File: src/rtl/core/im2dc_pkg.sv
package im2dc_pkg;

    localparam int DEVICES_DEF = 14;
    localparam int DEVICE_W    = 4;
    localparam int REQ_W       = 3;
    localparam int VECTOR_W    = 8;
    localparam int STATUS_W    = 14;
    localparam int VTOP_W      = 3;
    localparam int DMA_MASK_W  = 2;
    localparam int CFG_IDX_W   = 2;
    localparam int CFG_DATA_W  = 3;
    localparam int QUEUE_DEPTH = 2;

    localparam int DEV_LINE = 0;
    localparam int DEV_ULA  = 11;

    localparam logic [VECTOR_W-1:0] NO_VECTOR = 8'hff;

    localparam logic [REQ_W-1:0] REQ_RAISE = 3'd0;
    localparam logic [REQ_W-1:0] REQ_CLEAR = 3'd1;
    localparam logic [REQ_W-1:0] REQ_ACK   = 3'd2;
    localparam logic [REQ_W-1:0] REQ_RETI  = 3'd3;
    localparam logic [REQ_W-1:0] REQ_POLL  = 3'd4;

    localparam logic [CFG_IDX_W-1:0] CFG_HW_MODE  = 2'd0;
    localparam logic [CFG_IDX_W-1:0] CFG_VEC_TOP  = 2'd1;
    localparam logic [CFG_IDX_W-1:0] CFG_DMA_MASK = 2'd2;

    typedef enum logic [2:0] {
        OP_RAISE,
        OP_CLEAR,
        OP_ACK,
        OP_RETI,
        OP_POLL
    } op_t;

    typedef struct packed {
        op_t                 op;
        logic [DEVICE_W-1:0] device;
        logic                dev_ok;
        logic                qualified;
        logic                pulse;
        logic                cpu_im2;
    } item_t;

endpackage

File: src/rtl/core/im2dc_front.sv
module im2dc_front #(
    parameter int DEVICES = im2dc_pkg::DEVICES_DEF
) (
    input  logic                           in_valid,
    output logic                           in_stall,
    input  logic [im2dc_pkg::REQ_W-1:0]    req_type,
    input  logic [im2dc_pkg::DEVICE_W-1:0] device,
    input  logic                           qualified,
    input  logic                           pulse_capable,
    input  logic                           cpu_im2,
    input  logic                           hw_mode,
    input  logic                           q_full,
    output logic                           push,
    output im2dc_pkg::item_t               item
);
    import im2dc_pkg::*;

    localparam int CMP_W = DEVICE_W + 2;

    logic dev_ok;
    logic is_ula;

    assign in_stall = q_full;
    assign push     = in_valid && !q_full;
    assign dev_ok   = CMP_W'(device) < CMP_W'(DEVICES);
    assign is_ula   = (device == DEVICE_W'(DEV_ULA)) && dev_ok;

    always_comb
    begin
        case (req_type)
            REQ_RAISE: item.op = OP_RAISE;
            REQ_CLEAR: item.op = OP_CLEAR;
            REQ_ACK:   item.op = OP_ACK;
            REQ_RETI:  item.op = OP_RETI;
            REQ_POLL:  item.op = OP_POLL;
            default:   item.op = OP_POLL;
        endcase
        item.device    = device;
        item.dev_ok    = dev_ok;
        item.qualified = qualified;
        item.cpu_im2   = cpu_im2;
        item.pulse     = (req_type == REQ_RAISE) && dev_ok && qualified && pulse_capable
                         && (!hw_mode || (is_ula && !cpu_im2));
    end

endmodule

File: src/rtl/core/im2dc_queue.sv
module im2dc_queue #(
    parameter int DEPTH = im2dc_pkg::QUEUE_DEPTH
) (
    input  logic             clk,
    input  logic             rst_n,
    input  logic             push,
    input  im2dc_pkg::item_t push_item,
    input  logic             pop,
    output im2dc_pkg::item_t pop_item,
    output logic             full,
    output logic             empty
);
    import im2dc_pkg::*;

    localparam int PTR_W = (DEPTH > 1) ? $clog2(DEPTH) : 1;
    localparam int CNT_W = $clog2(DEPTH + 1);

    item_t             slot_reg [DEPTH];
    logic [PTR_W-1:0]  wr_ptr_reg;
    logic [PTR_W-1:0]  wr_ptr_next;
    logic [PTR_W-1:0]  rd_ptr_reg;
    logic [PTR_W-1:0]  rd_ptr_next;
    logic [CNT_W-1:0]  count_reg;
    logic [CNT_W-1:0]  count_next;

    assign full     = count_reg == CNT_W'(DEPTH);
    assign empty    = count_reg == '0;
    assign pop_item = slot_reg[rd_ptr_reg];

    always_comb
    begin
        wr_ptr_next = wr_ptr_reg;
        rd_ptr_next = rd_ptr_reg;
        count_next  = count_reg;
        if (push)
        begin
            wr_ptr_next = (wr_ptr_reg == PTR_W'(DEPTH - 1)) ? '0 : wr_ptr_reg + 1'b1;
        end
        if (pop)
        begin
            rd_ptr_next = (rd_ptr_reg == PTR_W'(DEPTH - 1)) ? '0 : rd_ptr_reg + 1'b1;
        end
        if (push && !pop)
        begin
            count_next = count_reg + 1'b1;
        end
        else if (pop && !push)
        begin
            count_next = count_reg - 1'b1;
        end
    end

    always_ff @(posedge clk or negedge rst_n)
    begin
        if (!rst_n)
        begin
            wr_ptr_reg <= '0;
            rd_ptr_reg <= '0;
            count_reg  <= '0;
        end
        else
        begin
            wr_ptr_reg <= wr_ptr_next;
            rd_ptr_reg <= rd_ptr_next;
            count_reg  <= count_next;
        end
    end

    always_ff @(posedge clk)
    begin
        if (push)
        begin
            slot_reg[wr_ptr_reg] <= push_item;
        end
    end

endmodule

File: src/rtl/core/im2dc_back.sv
module im2dc_back #(
    parameter int DEVICES = im2dc_pkg::DEVICES_DEF
) (
    input  logic                             clk,
    input  logic                             rst_n,
    input  logic                             q_empty,
    input  im2dc_pkg::item_t                 item,
    output logic                             pop,
    input  logic                             cfg_we,
    input  logic [im2dc_pkg::CFG_IDX_W-1:0]  cfg_index,
    input  logic [im2dc_pkg::CFG_DATA_W-1:0] cfg_data,
    output logic                             hw_mode,
    output logic                             out_valid,
    input  logic                             out_stall,
    output logic                             int_request,
    output logic [im2dc_pkg::VECTOR_W-1:0]   vector,
    output logic [im2dc_pkg::STATUS_W-1:0]   status_bits,
    output logic                             dma_request,
    output logic                             pulse_start
);
    import im2dc_pkg::*;

    localparam int IDX_W = $clog2(DEVICES);
    localparam int SB_W  = (DEVICES > STATUS_W) ? DEVICES : STATUS_W;

    logic                  hw_mode_reg;
    logic [VTOP_W-1:0]     vec_top_reg;
    logic [DMA_MASK_W-1:0] dma_mask_reg;

    logic [DEVICES-1:0]  latch_reg;
    logic [DEVICES-1:0]  latch_next;
    logic [DEVICES-1:0]  pend_reg;
    logic [DEVICES-1:0]  pend_next;
    logic [DEVICES-1:0]  insvc_reg;
    logic [DEVICES-1:0]  insvc_next;
    logic [VECTOR_W-1:0] last_vec_reg;
    logic [VECTOR_W-1:0] last_vec_next;

    logic                out_valid_reg;
    logic                out_valid_next;
    logic                int_reg;
    logic                int_next;
    logic [STATUS_W-1:0] status_reg;
    logic [STATUS_W-1:0] status_next;
    logic                dma_reg;
    logic                dma_next;
    logic                pulse_reg;

    logic [DEVICES-1:0]  dev_hot;
    logic [DEVICES-1:0]  chain;
    logic [DEVICES-1:0]  first_hot;
    logic [DEVICES-1:0]  grant_hot;
    logic [DEVICES-1:0]  reti_hot;
    logic [IDX_W-1:0]    grant_idx;
    logic [VECTOR_W-1:0] idx_byte;
    logic [DEVICES-1:0]  nchain;
    logic [DEVICES-1:0]  nfirst;
    logic [SB_W-1:0]     sb_wide;
    logic                line_on;
    logic                ula_on;
    logic                flags_clear;

    assign hw_mode     = hw_mode_reg;
    assign out_valid   = out_valid_reg;
    assign int_request = int_reg;
    assign vector      = last_vec_reg;
    assign status_bits = status_reg;
    assign dma_request = dma_reg;
    assign pulse_start = pulse_reg;

    assign pop = !q_empty && (!out_valid_reg || !out_stall);

    assign flags_clear = cfg_we && (cfg_index == CFG_HW_MODE) && !cfg_data[0];

    always_comb
    begin
        dev_hot   = item.dev_ok ? (DEVICES'(1) << item.device) : '0;
        chain     = pend_reg | insvc_reg;
        first_hot = chain & (~chain + DEVICES'(1));
        grant_hot = first_hot & pend_reg & ~insvc_reg;
        reti_hot  = insvc_reg & (~insvc_reg + DEVICES'(1));
        grant_idx = '0;
        for (int i = 0; i < DEVICES; i++)
        begin
            if (grant_hot[i])
            begin
                grant_idx = grant_idx | IDX_W'(i);
            end
        end
        idx_byte = VECTOR_W'(grant_idx);

        latch_next    = latch_reg;
        pend_next     = pend_reg;
        insvc_next    = insvc_reg;
        last_vec_next = last_vec_reg;
        case (item.op)
            OP_RAISE:
            begin
                latch_next = latch_reg | dev_hot;
                if (item.qualified && hw_mode_reg)
                begin
                    pend_next = pend_reg | dev_hot;
                end
            end
            OP_CLEAR:
            begin
                latch_next = latch_reg & ~dev_hot;
            end
            OP_ACK:
            begin
                last_vec_next = NO_VECTOR;
                if (hw_mode_reg && |grant_hot)
                begin
                    insvc_next    = insvc_reg | grant_hot;
                    last_vec_next = {vec_top_reg, 5'b0} | {idx_byte[VECTOR_W-2:0], 1'b0};
                end
            end
            OP_RETI:
            begin
                insvc_next = insvc_reg & ~reti_hot;
                pend_next  = pend_reg & ~reti_hot;
            end
            OP_POLL:
            begin
            end
            default:
            begin
            end
        endcase

        nchain   = pend_next | insvc_next;
        nfirst   = nchain & (~nchain + DEVICES'(1));
        int_next = hw_mode_reg && item.cpu_im2 && |(nfirst & pend_next & ~insvc_next);

        line_on  = |(nchain & (DEVICES'(1) << DEV_LINE));
        ula_on   = |(nchain & (DEVICES'(1) << DEV_ULA));
        dma_next = (dma_mask_reg[1] && line_on) || (dma_mask_reg[0] && ula_on);

        sb_wide     = SB_W'(latch_next | pend_next);
        status_next = sb_wide[STATUS_W-1:0];

        out_valid_next = out_valid_reg;
        if (pop)
        begin
            out_valid_next = 1'b1;
        end
        else if (!out_stall)
        begin
            out_valid_next = 1'b0;
        end
    end

    always_ff @(posedge clk or negedge rst_n)
    begin
        if (!rst_n)
        begin
            hw_mode_reg   <= 1'b0;
            vec_top_reg   <= '0;
            dma_mask_reg  <= '0;
            latch_reg     <= '0;
            pend_reg      <= '0;
            insvc_reg     <= '0;
            last_vec_reg  <= NO_VECTOR;
            out_valid_reg <= 1'b0;
        end
        else
        begin
            out_valid_reg <= out_valid_next;
            if (pop)
            begin
                latch_reg    <= latch_next;
                last_vec_reg <= last_vec_next;
            end
            if (flags_clear)
            begin
                pend_reg  <= '0;
                insvc_reg <= '0;
            end
            else if (pop)
            begin
                pend_reg  <= pend_next;
                insvc_reg <= insvc_next;
            end
            if (cfg_we)
            begin
                case (cfg_index)
                    CFG_HW_MODE:  hw_mode_reg  <= cfg_data[0];
                    CFG_VEC_TOP:  vec_top_reg  <= cfg_data[VTOP_W-1:0];
                    CFG_DMA_MASK: dma_mask_reg <= cfg_data[DMA_MASK_W-1:0];
                    default:
                    begin
                    end
                endcase
            end
        end
    end

    always_ff @(posedge clk)
    begin
        if (pop)
        begin
            int_reg    <= int_next;
            status_reg <= status_next;
            dma_reg    <= dma_next;
            pulse_reg  <= item.pulse;
        end
    end

endmodule

File: src/rtl/core/im2_daisy_chain_interrupt_controller_top.sv
// A request is queued; once popped, its result is registered. Throughput: one
// request per cycle while in_stall is low; the 2-entry queue between front and back
// absorbs output stalls, and the priority scan of the flag registers sets the cycle.
// Reset: status latches, pending and in-service flags clear, vector reads 255,
// configuration returns to zero and the queue and output register empty.
module im2_daisy_chain_interrupt_controller_top #(
    parameter int DEVICES = im2dc_pkg::DEVICES_DEF
) (
    input  logic                             clk,
    input  logic                             rst_n,
    input  logic                             in_valid,
    output logic                             in_stall,
    input  logic [im2dc_pkg::REQ_W-1:0]      req_type,
    input  logic [im2dc_pkg::DEVICE_W-1:0]   device,
    input  logic                             qualified,
    input  logic                             pulse_capable,
    input  logic                             cpu_im2,
    output logic                             out_valid,
    input  logic                             out_stall,
    output logic                             int_request,
    output logic [im2dc_pkg::VECTOR_W-1:0]   vector,
    output logic [im2dc_pkg::STATUS_W-1:0]   status_bits,
    output logic                             dma_request,
    output logic                             pulse_start,
    input  logic                             cfg_we,
    input  logic [im2dc_pkg::CFG_IDX_W-1:0]  cfg_index,
    input  logic [im2dc_pkg::CFG_DATA_W-1:0] cfg_data
);
    import im2dc_pkg::*;

    item_t front_item;
    item_t back_item;
    logic  push;
    logic  pop;
    logic  q_full;
    logic  q_empty;
    logic  hw_mode;

    im2dc_front #(
        .DEVICES(DEVICES)
    ) u_front (
        .in_valid      (in_valid),
        .in_stall      (in_stall),
        .req_type      (req_type),
        .device        (device),
        .qualified     (qualified),
        .pulse_capable (pulse_capable),
        .cpu_im2       (cpu_im2),
        .hw_mode       (hw_mode),
        .q_full        (q_full),
        .push          (push),
        .item          (front_item)
    );

    im2dc_queue #(
        .DEPTH(QUEUE_DEPTH)
    ) u_queue (
        .clk       (clk),
        .rst_n     (rst_n),
        .push      (push),
        .push_item (front_item),
        .pop       (pop),
        .pop_item  (back_item),
        .full      (q_full),
        .empty     (q_empty)
    );

    im2dc_back #(
        .DEVICES(DEVICES)
    ) u_back (
        .clk         (clk),
        .rst_n       (rst_n),
        .q_empty     (q_empty),
        .item        (back_item),
        .pop         (pop),
        .cfg_we      (cfg_we),
        .cfg_index   (cfg_index),
        .cfg_data    (cfg_data),
        .hw_mode     (hw_mode),
        .out_valid   (out_valid),
        .out_stall   (out_stall),
        .int_request (int_request),
        .vector      (vector),
        .status_bits (status_bits),
        .dma_request (dma_request),
        .pulse_start (pulse_start)
    );

endmodule

File: config.mk
export PLATFORM = sky130hd
export DESIGN_NAME = im2_daisy_chain_interrupt_controller_top
export DESIGN_NICKNAME = d
export VERILOG_FILES = /design/src/rtl/core/im2dc_pkg.sv /design/src/rtl/core/im2dc_front.sv /design/src/rtl/core/im2dc_queue.sv /design/src/rtl/core/im2dc_back.sv /design/src/rtl/core/im2_daisy_chain_interrupt_controller_top.sv
export SDC_FILE = /design/constraint.sdc
export NUM_CORES = 1
export LEC_CHECK = 0
export BUFFER_PORTS_ARGS = -buffer_cell sky130_fd_sc_hd__buf_2
export CAP_MARGIN = 20
export CORE_MARGIN = 8
export CORE_UTILIZATION = 55
export CTS_CLUSTER_DIAMETER = 60
export DETAILED_ROUTE_END_ITERATION = 7
export PLACE_DENSITY = 0.82
export SETUP_SLACK_MARGIN = 0.02
export SKIP_LAST_GASP = 1
export SYNTH_ARGS = -nofsm -noshare
export SYNTH_HDL_FRONTEND = slang
export SYNTH_SLANG_ARGS = --single-unit
File: constraint.sdc
create_clock -name clk -period 2.4 [get_ports clk]
set_input_delay 0.12 -clock clk [delete_from_list [all_inputs] [get_ports clk]]
set_output_delay 0.12 -clock clk [all_outputs]
set_load 0.01 [all_outputs]
# Word-level counts from Yosys, hierarchy flattened
# Memory sizes are Yosys's and may differ from the RTL's.
# Cells that the tools add are included.
[op_classes]
shifts = 1
n_reduce_logical = 42
add_sub_neg = 7
muxes = 33
order_cmp = 1
bitwise = 23
n_eq_ne = 11
[ops]
columns = ["cell", "n"]
rows = [
  ["$and A14 B14 Y14", 10],
  ["$mux W14", 7],
  ["$not A14 Y14", 6],
  ["$or A14 B14 Y14", 6],
  ["$pmux W14 S2", 3],
  ["$add A14 B1 Y14 const B", 3],
  ["$reduce_or A14 Y1", 2],
  ["$mux W4", 6],
  ["$logic_and A1 B1 Y1", 18],
  ["$shl A1 B4 Y14 const A", 1],
  ["$eq A3 B2 Y1 const B", 4],
  ["$mux W3", 4],
  ["$pmux W3 S4", 1],
  ["$logic_not A1 Y1", 9],
  ["$mux W2", 4],
  ["$mux W8", 1],
  ["$or A8 B5 Y8", 1],
  ["$reduce_and A2 Y1", 4],
  ["$mux W1", 7],
  ["$eq A3 B1 Y1 const B", 2],
  ["$logic_not A3 Y1", 2],
  ["$eq A2 B2 Y1 const B", 2],
  ["$eq A4 B4 Y1 const B", 1],
  ["$logic_not A2 Y1", 2],
  ["8 further kinds", 12],
]
[word_totals]
in_bits = 20
output_inout_bits = 27
memories = 1
register_bits = 78
word_cells = 134
ramBits = 22
[mem_list]
columns = ["name", "words", "width", "rd", "rd_ports_with_merged_regs", "wr", "line", "rtl"]
rows = [
  ["u_queue.slot_reg", 2, 11, 1, 0, 1, "im2dc_queue.sv:18", "item_t slot_reg [DEPTH];"],
]

# Longest topological paths before layout
# Gate-level depths: netlist of the first run.
[depth]
ltp_word = 21
ltp_mapped = 11
mapped_depth_nobuf = 8

# Cells and area by module
# From an unflattened synthesis of the first run, not the netlist that was laid out.
[unflattened]
cells_unflattened = 565
area_unflattened_um2 = 5547.8
[modules_own_cells]
columns = ["mod", "cells_per_inst", "seq_area_each_um2", "area_each_um2", "n_inst"]
rows = [
  ["im2dc_back", 498, 1946.9, 4399.2, 1],
  ["im2dc_queue", 50, 760.7, 1016.0, 1],
  ["im2dc_front", 17, 0.0, 132.6, 1],
]

# Least setup slack after synthesis of the first run
# Ideal clock, no wire load.
[synth_path]
kind = "register to register"
start = "reg u_back.insvc_reg[1]"
end = "reg u_back.int_reg (netlist: u_back.int_request) (data pin)"
t_required_ns = 2.137
setup_time_ns = 0.263
t_arrival_ns = 2.255
slack_ns = -0.118
period_less_slack_ns = 2.518
path_stages_with_launch = 11
path_buffers = 3
cell_sequence = "dfrtp_1 buf_2 nor4_4 nand2_2 buf_6 or3_1 buf_2 o41ai_2 a211oi_1 o311ai_1 o21ai_1"
[synth_between]
elab_chain_cells = 18
elab_cells_between_ends = 27
cone_classes = "3 x add/sub; 3 x mux; 17 x bitwise; 4 x reduce/logical"
[synth_lines]
columns = ["element", "line", "rtl"]
rows = [
  ["from (decl)", "im2dc_back.sv:34", "logic [DEVICES-1:0] insvc_reg;"],
  ["from (signal assigned)", "im2dc_back.sv:182", "insvc_reg <= insvc_next;"],
  ["$or A14 B14 Y14", "im2dc_back.sv:78", "chain = pend_reg | insvc_reg;"],
  ["$not A14 Y14", "im2dc_back.sv:79", "first_hot = chain & (~chain + DEVICES'(1));"],
  ["$add A14 B1 Y14", "im2dc_back.sv:79", ""],
  ["$and A14 B14 Y14", "im2dc_back.sv:79", ""],
  ["$and A14 B14 Y14 (2 in series)", "im2dc_back.sv:80", "grant_hot = first_hot & pend_reg & ~insvc_reg;"],
  ["$reduce_or A14 Y1", "im2dc_back.sv:112", "if (hw_mode_reg && |grant_hot)"],
  ["$logic_and A1 B1 Y1", "im2dc_back.sv:112", ""],
  ["$mux W14", "im2dc_back.sv:112", ""],
  ["[... 2 more ...]", "--", ""],
  ["$not A14 Y14", "im2dc_back.sv:132", "nfirst = nchain & (~nchain + DEVICES'(1));"],
  ["$add A14 B1 Y14", "im2dc_back.sv:132", ""],
  ["$and A14 B14 Y14", "im2dc_back.sv:132", ""],
  ["$and A14 B14 Y14", "im2dc_back.sv:133", "int_next = hw_mode_reg && item.cpu_im2 && |(nfirst & pend_next & ~insvc_next);"],
  ["$and A14 B14 Y14 *", "im2dc_back.sv:133", ""],
  ["$reduce_or A14 Y1 *", "im2dc_back.sv:133", ""],
  ["$logic_and A1 B1 Y1 *", "im2dc_back.sv:133", ""],
  ["named net u_back.int_next", "im2dc_back.sv:42", "logic int_next;"],
  ["to (signal assigned)", "im2dc_back.sv:202", "int_reg <= int_next;"],
  ["to (decl)", "im2dc_back.sv:41", "logic int_reg;"],
]
# The timed path passes the listed nets; every way through them passes the cells marked *.
# A chain may end at the register's enable or synchronous reset.

# Final worst setup path of the first run
[layout_path]
start = "mem u_queue.slot_reg[0][10] in the netlist's numbering"
end = "reg u_back.int_reg (netlist: u_back.int_request) (data pin)"
[layout_between]
elab_chain_cells = 11
elab_cells_between_ends = 15
cone_classes = "1 x add/sub; 2 x eq/ne; 2 x mux; 6 x bitwise; 3 x reduce/logical; 1 x memory"
[layout_lines]
columns = ["element", "line", "rtl"]
rows = [
  ["from (decl)", "im2dc_queue.sv:18", ""],
  ["$mem_v2 Z2 W11 *", "--", ""],
  ["$eq A3 B2 Y1 / $logic_not A3 Y1 (equally long branches)", "im2dc_back.sv:96", "case (item.op)"],
  ["$pmux W14 S2", "im2dc_back.sv:96", ""],
  ["$or A14 B14 Y14", "im2dc_back.sv:131", "nchain = pend_next | insvc_next;"],
  ["$not A14 Y14", "im2dc_back.sv:132", ""],
  ["$add A14 B1 Y14", "im2dc_back.sv:132", ""],
  ["$and A14 B14 Y14", "im2dc_back.sv:132", ""],
  ["$and A14 B14 Y14", "im2dc_back.sv:133", ""],
  ["$and A14 B14 Y14 *", "im2dc_back.sv:133", ""],
  ["$reduce_or A14 Y1 *", "im2dc_back.sv:133", ""],
  ["$logic_and A1 B1 Y1 *", "im2dc_back.sv:133", ""],
  ["named net u_back.int_next", "im2dc_back.sv:42", ""],
]
# Marked as above.

==> results.toml, run 1 <==
[logic_synthesis]
yosys-top-cells-area = "dfrtp_1 23%, edfxtp_1 20%, o21ai_0 4.6%"
ys_types = 91
netlist_area_sq_mm = 0.00581
ys.flop_type = "dfrtp_1"
yosysSeqAreaShare_pct = 46.6
ys_ff_latch = 100
syn_area_per_cell_sq_um = 9.61
synth_top_area_cell = "dfrtp_1"
synth_edf_count = 39
syn_inst = 604
yosys_warnings = 0
synth_nets = 625
async_flop_share_pct = 61.0
synth.top_cell.area_share_pct = 22.8

[floorplan]
die_w_microns = 119
core_area_sq_mm = 0.0103
pin_count = 47
std_cell_rows = 37
die_area_sq_mm = 0.0141
die_h_microns = 119
start_util_pct = 56.5

[cells_and_area]
drive_gt1_share_pct = 39.4
final_cells = 945
final_nets = 825
filler_cell_count = 746
area_growth_pct = 36.3
design_area_sq_mm = 0.00792
largest_reg_flops = 22
finalCoreUtilization_pct = 77.0
diodes = 0
final-seq-area_sq_mm = 0.00271
multi_input_area_sq_mm = 0.00310

[routing]
drc = 0
vias = 5965
wl_per_cell_microns = 21.2
dr.pass1.iters = 5
viasPerCell = 6.31
final_antenna_net_count = 0
wirelength_microns = 20000
dr.first_iter.drc_count = 730

[clocking]
clkLatencyLatePin_ps = 380
cts.path.max_buffers = 2
cts_tree = "built"
clkSinkCount = 100
path_clk_slew_ps = 100
htreeDepth = 3
cts-buffers-inserted = 9
cts-root-buf = "clkbuf_8"

[placement]
io_buffers = 46
place_area_sq_mm = 0.00731
gp_congestion = 0.992
hpwl_microns = 14900
dpl.cell_count = 909

[worst_setup_path]
path_max_fanout = 6
crit_type = "reg -> reg"
crit_family = "compound AO/OA/AOI/OAI gates"
endpoint_kind = "flop"
cp.buffers_inverters = 2
crit_path_frequent_cell = "buf_4"
worstPathRequired_ps = 2640
crit_slowest_cell = "edfxtp_1"
cp-start-kind = "flop"
slowest_delay_ps = 490
worstPathArrival_ps = 2910
path_cells = "and4bb_2 -> buf_4 -> nor2_1 -> o41ai_1 -> buf_4 -> o211ai_1 -> nand4b_1 -> a211oi_2 -> a32oi_1 -> o21ai_1"

[sta]
tns_ps = -577
rsz0062_at_grt = "true"
slew-limit-headroom_pct = 46.4
skew_ps = 14.1
slew_viol_final = 0
worst_pin_slew_ps = 796
fin_crit_ps = 2670
setup_ws_ps = -274
fmax_mhz = 374
setup_viol_count_final = 6
finalHoldViolations = 0
fin_crit_sh_pct = 111

[global_route]
antenna_found_initial = 0
grt_usage_pct = 27.9
grt_overflow_total = 0
first_global_vias = 6003
grt_max_degree = 62
grt_pass1_wl_microns = 31300

[hold_path]
hold_class = "in -> reg"

[outcome]
status = "finished, violations left"
violations = "setup timing"

[pwr]
p_per_area_mw_per_mm2 = 1090
power_uw = 8610
leakage_uw = 0.00323
irDropWorstVdd_v = 0.000896

[job]
maxCapViolCount = 0
## cell usage in the layout (no fill, tap or decap), types with 9 or more instances in the layout
cell           count
edfxtp_1          39
nor2_1            58
clkbuf_8           9
mux2_2            14
buf_6              9
inv_1             12
nand3_1           19
a21oi_1           26
nor3_1             9
o21ai_0           49
buf_4            159
buf_2             46
dlygate4sd3_1     11
nand2_1           60
dfrtp_1           49
o211ai_1          16
## worst register-to-register path, stage by stage (launching register included)
cell	delay, ps
edfxtp_1	490
and4bb_2	410
buf_4	140
nor2_1	60
o41ai_1	340
buf_4	210
o211ai_1	120
nand4b_1	230
a211oi_2	280
a32oi_1	130
o21ai_1	120
## cell usage after synthesis, types with 9 or more instances
| library cell | number |
|---|---|
| mux2_2 | 14 |
| a211oi_1 | 10 |
| edfxtp_1 | 39 |
| dfrtp_1 | 53 |
| o21ai_0 | 53 |
| nor4_1 | 9 |
| nor2_1 | 58 |
| nor3_1 | 11 |
| inv_1 | 12 |
| buf_2 | 14 |
| clkbuf_1 | 21 |
| nand3_1 | 22 |
| nor2b_1 | 9 |
| o211ai_1 | 16 |
| a21oi_1 | 31 |
| nand2_1 | 62 |
## logic make-up (layout without fill, tap and decap cells)
kind of cell	after synthesis	after routing	synth area share (%)
buf+inv	51	256	3.92
flops	100	100	46.6
fa+ha+maj	2	2	0.388
mux	17	17	3.23
compound gates	186	186	21.6
simple gates	243	243	23.5
xor+xnor	5	5	0.754
## final cells by class
class                   instances  area share [%]
multi-input cells             453            39.2
flip-flops and latches        100            34.3
repair buffers                228            21.4
well taps                     136            2.15
clock buffers                  10            1.88
clock inverters                 6           0.585
inverters                      12           0.569
## worst paths after layout
check,from,end,slack [ps],depth (start not counted)
max,u_queue.slot_reg[0][10]$_DFFE_PP_,u_back.int_request$_DFFE_PP_,-270,10
min,cfg_data[0],u_back.hw_mode$_DFFE_PN0P_,10,3
max reg2reg,u_queue.slot_reg[0][10]$_DFFE_PP_,u_back.int_request$_DFFE_PP_,-270,10
min reg2reg,u_queue.wr_ptr_reg$_DFFE_PN0P_,u_queue.wr_ptr_reg$_DFFE_PN0P_,490,1
max in group asynchronous,rst_n,u_back.vector[5]$_DFFE_PN1P_,1790,3
min in group asynchronous,rst_n,u_back.latch_reg[10]$_DFFE_PN0P_,230,3
## through the flow
step / setup slack (ps) / hold slack (ps)
after floorplan: -16.5 / -176
after global placement: -169 / 155
after detailed placement: -290 / 155
after CTS: -193 / 4.61
after global routing: -367 / 36.3
final: -274 / 9.58
## repair_timing
item	4_1_cts	5_1_grt
pin swaps	14	13
hold endpoints to repair	71	0
endpoints found under the setup margin	10	24
buffers inserted	4	5
hold buffers	11	0
gates resized for setup	20	32
## per-layer routing
layer | up-vias | global-route usage (%) | part of all wire, %
li1 | 2689 | - | -
met1 | 2855 | 33.7 | 39
met2 | 341 | 45.6 | 48
met3 | 80 | 6.33 | 8.4
met4 | 0 | 14.5 | 4.7
met5 | - | 0 | 0
## power breakdown
| part | switching [uW] | internal, uW |
|---|---|---|
| Clock | 629 | 448 |
| Combinational | 2580 | 2180 |
| Sequential | 361 | 2410 |
| Total | 3570 | 5040 |
Note: power is estimated with default switching activity, not from simulation.
==> inputs of run 2 (changes only) <==
--- a/config.mk
+++ b/config.mk
@@ -12,6 +12,7 @@
 export CTS_CLUSTER_DIAMETER = 60
 export DETAILED_ROUTE_END_ITERATION = 7
 export PLACE_DENSITY = 0.82
+export REMOVE_ABC_BUFFERS = 1
 export SETUP_SLACK_MARGIN = 0.02
 export SKIP_LAST_GASP = 1
 export SYNTH_ARGS = -nofsm -noshare
==> results.toml, run 2 (synthesis gave the netlist of run 1 again) <==
[outcome]
status = "finished, violations left"
violations = "setup timing"

[placement]
io_buffers = 46
hpwl_microns = 14200
gp_congestion = 0.961
dpl.cell_count = 907
place_area_sq_mm = 0.00724

[floorplan]
die_h_microns = 119
die_area_sq_mm = 0.0141
start_util_pct = 56.5
pin_count = 47
die_w_microns = 119
std_cell_rows = 37
core_area_sq_mm = 0.0103

[sta]
slew-limit-headroom_pct = 36.8
fin_crit_sh_pct = 113
skew_ps = 12.4
whs_ps = 13.8
setup_ws_ps = -318
rsz0062_at_grt = "true"
setup_viol_count_final = 9
slew_viol_final = 0
fmax_mhz = 368
worst_pin_slew_ps = 939
fin_crit_ps = 2720
finalHoldViolations = 0

[clocking]
cts.path.max_buffers = 2
cts_tree = "built"
htreeDepth = 3
clkSinkCount = 100
clkLatencyLatePin_ps = 390
cts-buffers-inserted = 9
cts-root-buf = "clkbuf_8"
path_clk_slew_ps = 100

[worst_setup_path]
rrSetupSlack_ps = -320
path_max_fanout = 10
regToRegEndpoint = "u_back.int_request$_DFFE_PP_"
endpoint_kind = "flop"
worst_r2r_path_depth = 10
cp-start-kind = "flop"
r2r_start = "u_back.insvc_reg[2]$_DFFE_PN0P_"
worstPathRequired_ps = 2650
crit_type = "reg -> reg"
worstPathArrival_ps = 2960

[routing]
viasPerCell = 6.42
dr.first_iter.drc_count = 677
drc = 0
final_antenna_net_count = 0
dr.pass1.iters = 6
wl_per_cell_microns = 20.9
vias = 6071
wirelength_microns = 19800

[cells_and_area]
final_nets = 825
drive_gt1_share_pct = 39.3
largest_reg_flops = 22
final_cells = 946
final_common_cell = "buf_4"
final-seq-area_sq_mm = 0.00271
finalCoreUtilization_pct = 77.2
design_area_sq_mm = 0.00794
area_growth_pct = 36.7
most-common-layout-cells = "161 x buf_4, 62 x nand2_1, 58 x nor2_1"
filler_cell_count = 695
multi_input_area_sq_mm = 0.00312

[hold_path]
hold_depth = 3
hold_start = "cfg_data[0]"
hold_class = "in -> reg"
hold_end = "u_back.hw_mode$_DFFE_PN0P_"

[global_route]
first_global_vias = 6100
antenna_found_initial = 1
grt_pass1_wl_microns = 31700
grt_usage_pct = 28.0
grt_max_degree = 62
grt_overflow_total = 0

[pwr]
leakage_uw = 0.00325
p_per_area_mw_per_mm2 = 1110
power_uw = 8790
irDropWorstVdd_v = 0.000706

[job]
maxCapViolCount = 0
[run 2: cell count changes in the layout (fill, tap and decap cells not counted), sizes merged]
cell and change:
clkinv -2, inv +1, bufinv +2, buf -1
diode +1
[run 2: worst max-delay path by stage]
stage | startpoint | to | slack, ps | cells past startpoint
after CTS | u_back.pend_reg[9]$_DFFE_PN0P_ | u_back.int_request$_DFFE_PP_ | -220 | 12
final | u_back.insvc_reg[2]$_DFFE_PN0P_ | u_back.int_request$_DFFE_PP_ | -320 | 10
after detailed placement | u_back.insvc_reg[9]$_DFFE_PN0P_ | u_back.int_request$_DFFE_PP_ | -430 | 11
after global placement | u_back.insvc_reg[9]$_DFFE_PN0P_ | u_back.int_request$_DFFE_PP_ | -400 | 11
after global routing | u_back.insvc_reg[9]$_DFFE_PN0P_ | u_back.int_request$_DFFE_PP_ | -400 | 10
after floorplan | u_queue.count_reg[0]$_DFFE_PN0P_ | u_back.insvc_reg[10]$_DFFE_PN0P_ | -730 | 6
[run 2: area by class of cell]
class	count	area share (%)
inverters	12	0.567
flip-flops and latches	100	34.2
clock buffers	9	1.56
repair buffers	228	20.9
clock inverters	7	1.36
multi-input cells	453	39.2
diodes	1	0.0315
well taps	136	2.14
[run 2: timing repair]
action,in CTS,in global routing
setup endpoints to repair,13,27
hold buffers,11,0
pin swaps,21,13
setup buffers,8,4
endpoints found under the hold margin,70,0
resized for setup,32,27
[run 2: stage by stage]
| step | setup WS, ps | setup TNS (ps) |
|---|---|---|
| finish | -318 | -682 |
| global placement | -404 | -1050 |
| floorplan | -727 | -25540 |
| detailed placement | -429 | -1210 |
| CTS | -218 | -444 |
| global route | -405 | -2160 |
[run 2: layer usage]
layer | vias to the layer above | routed length (microns) | global-route usage [%]
li1 | 2704 | - | -
met1 | 2933 | 7540 | 32.9
met2 | 353 | 9690 | 47.8
met3 | 81 | 1660 | 5.05
met4 | 0 | 862 | 15.1
met5 | - | 0 | 0
[run 2: worst max-delay path, stage by stage (launching register included)]
cell and delay, ps:
dfrtp_1 440, nor4_4 320, buf_4 200, o21ai_1 130, buf_4 220, o21ai_0 450, o21a_1 280, o311ai_0 180
nand2_1 130, o311ai_1 110, o21ai_1 130
[run 2: power by group]
part           switching (uW)  internal, uW  leakage [uW]
logic                    2640          2130       0.00200
clock network             653           605      0.000113
registers                 354          2410       0.00113
total                    3650          5140       0.00325
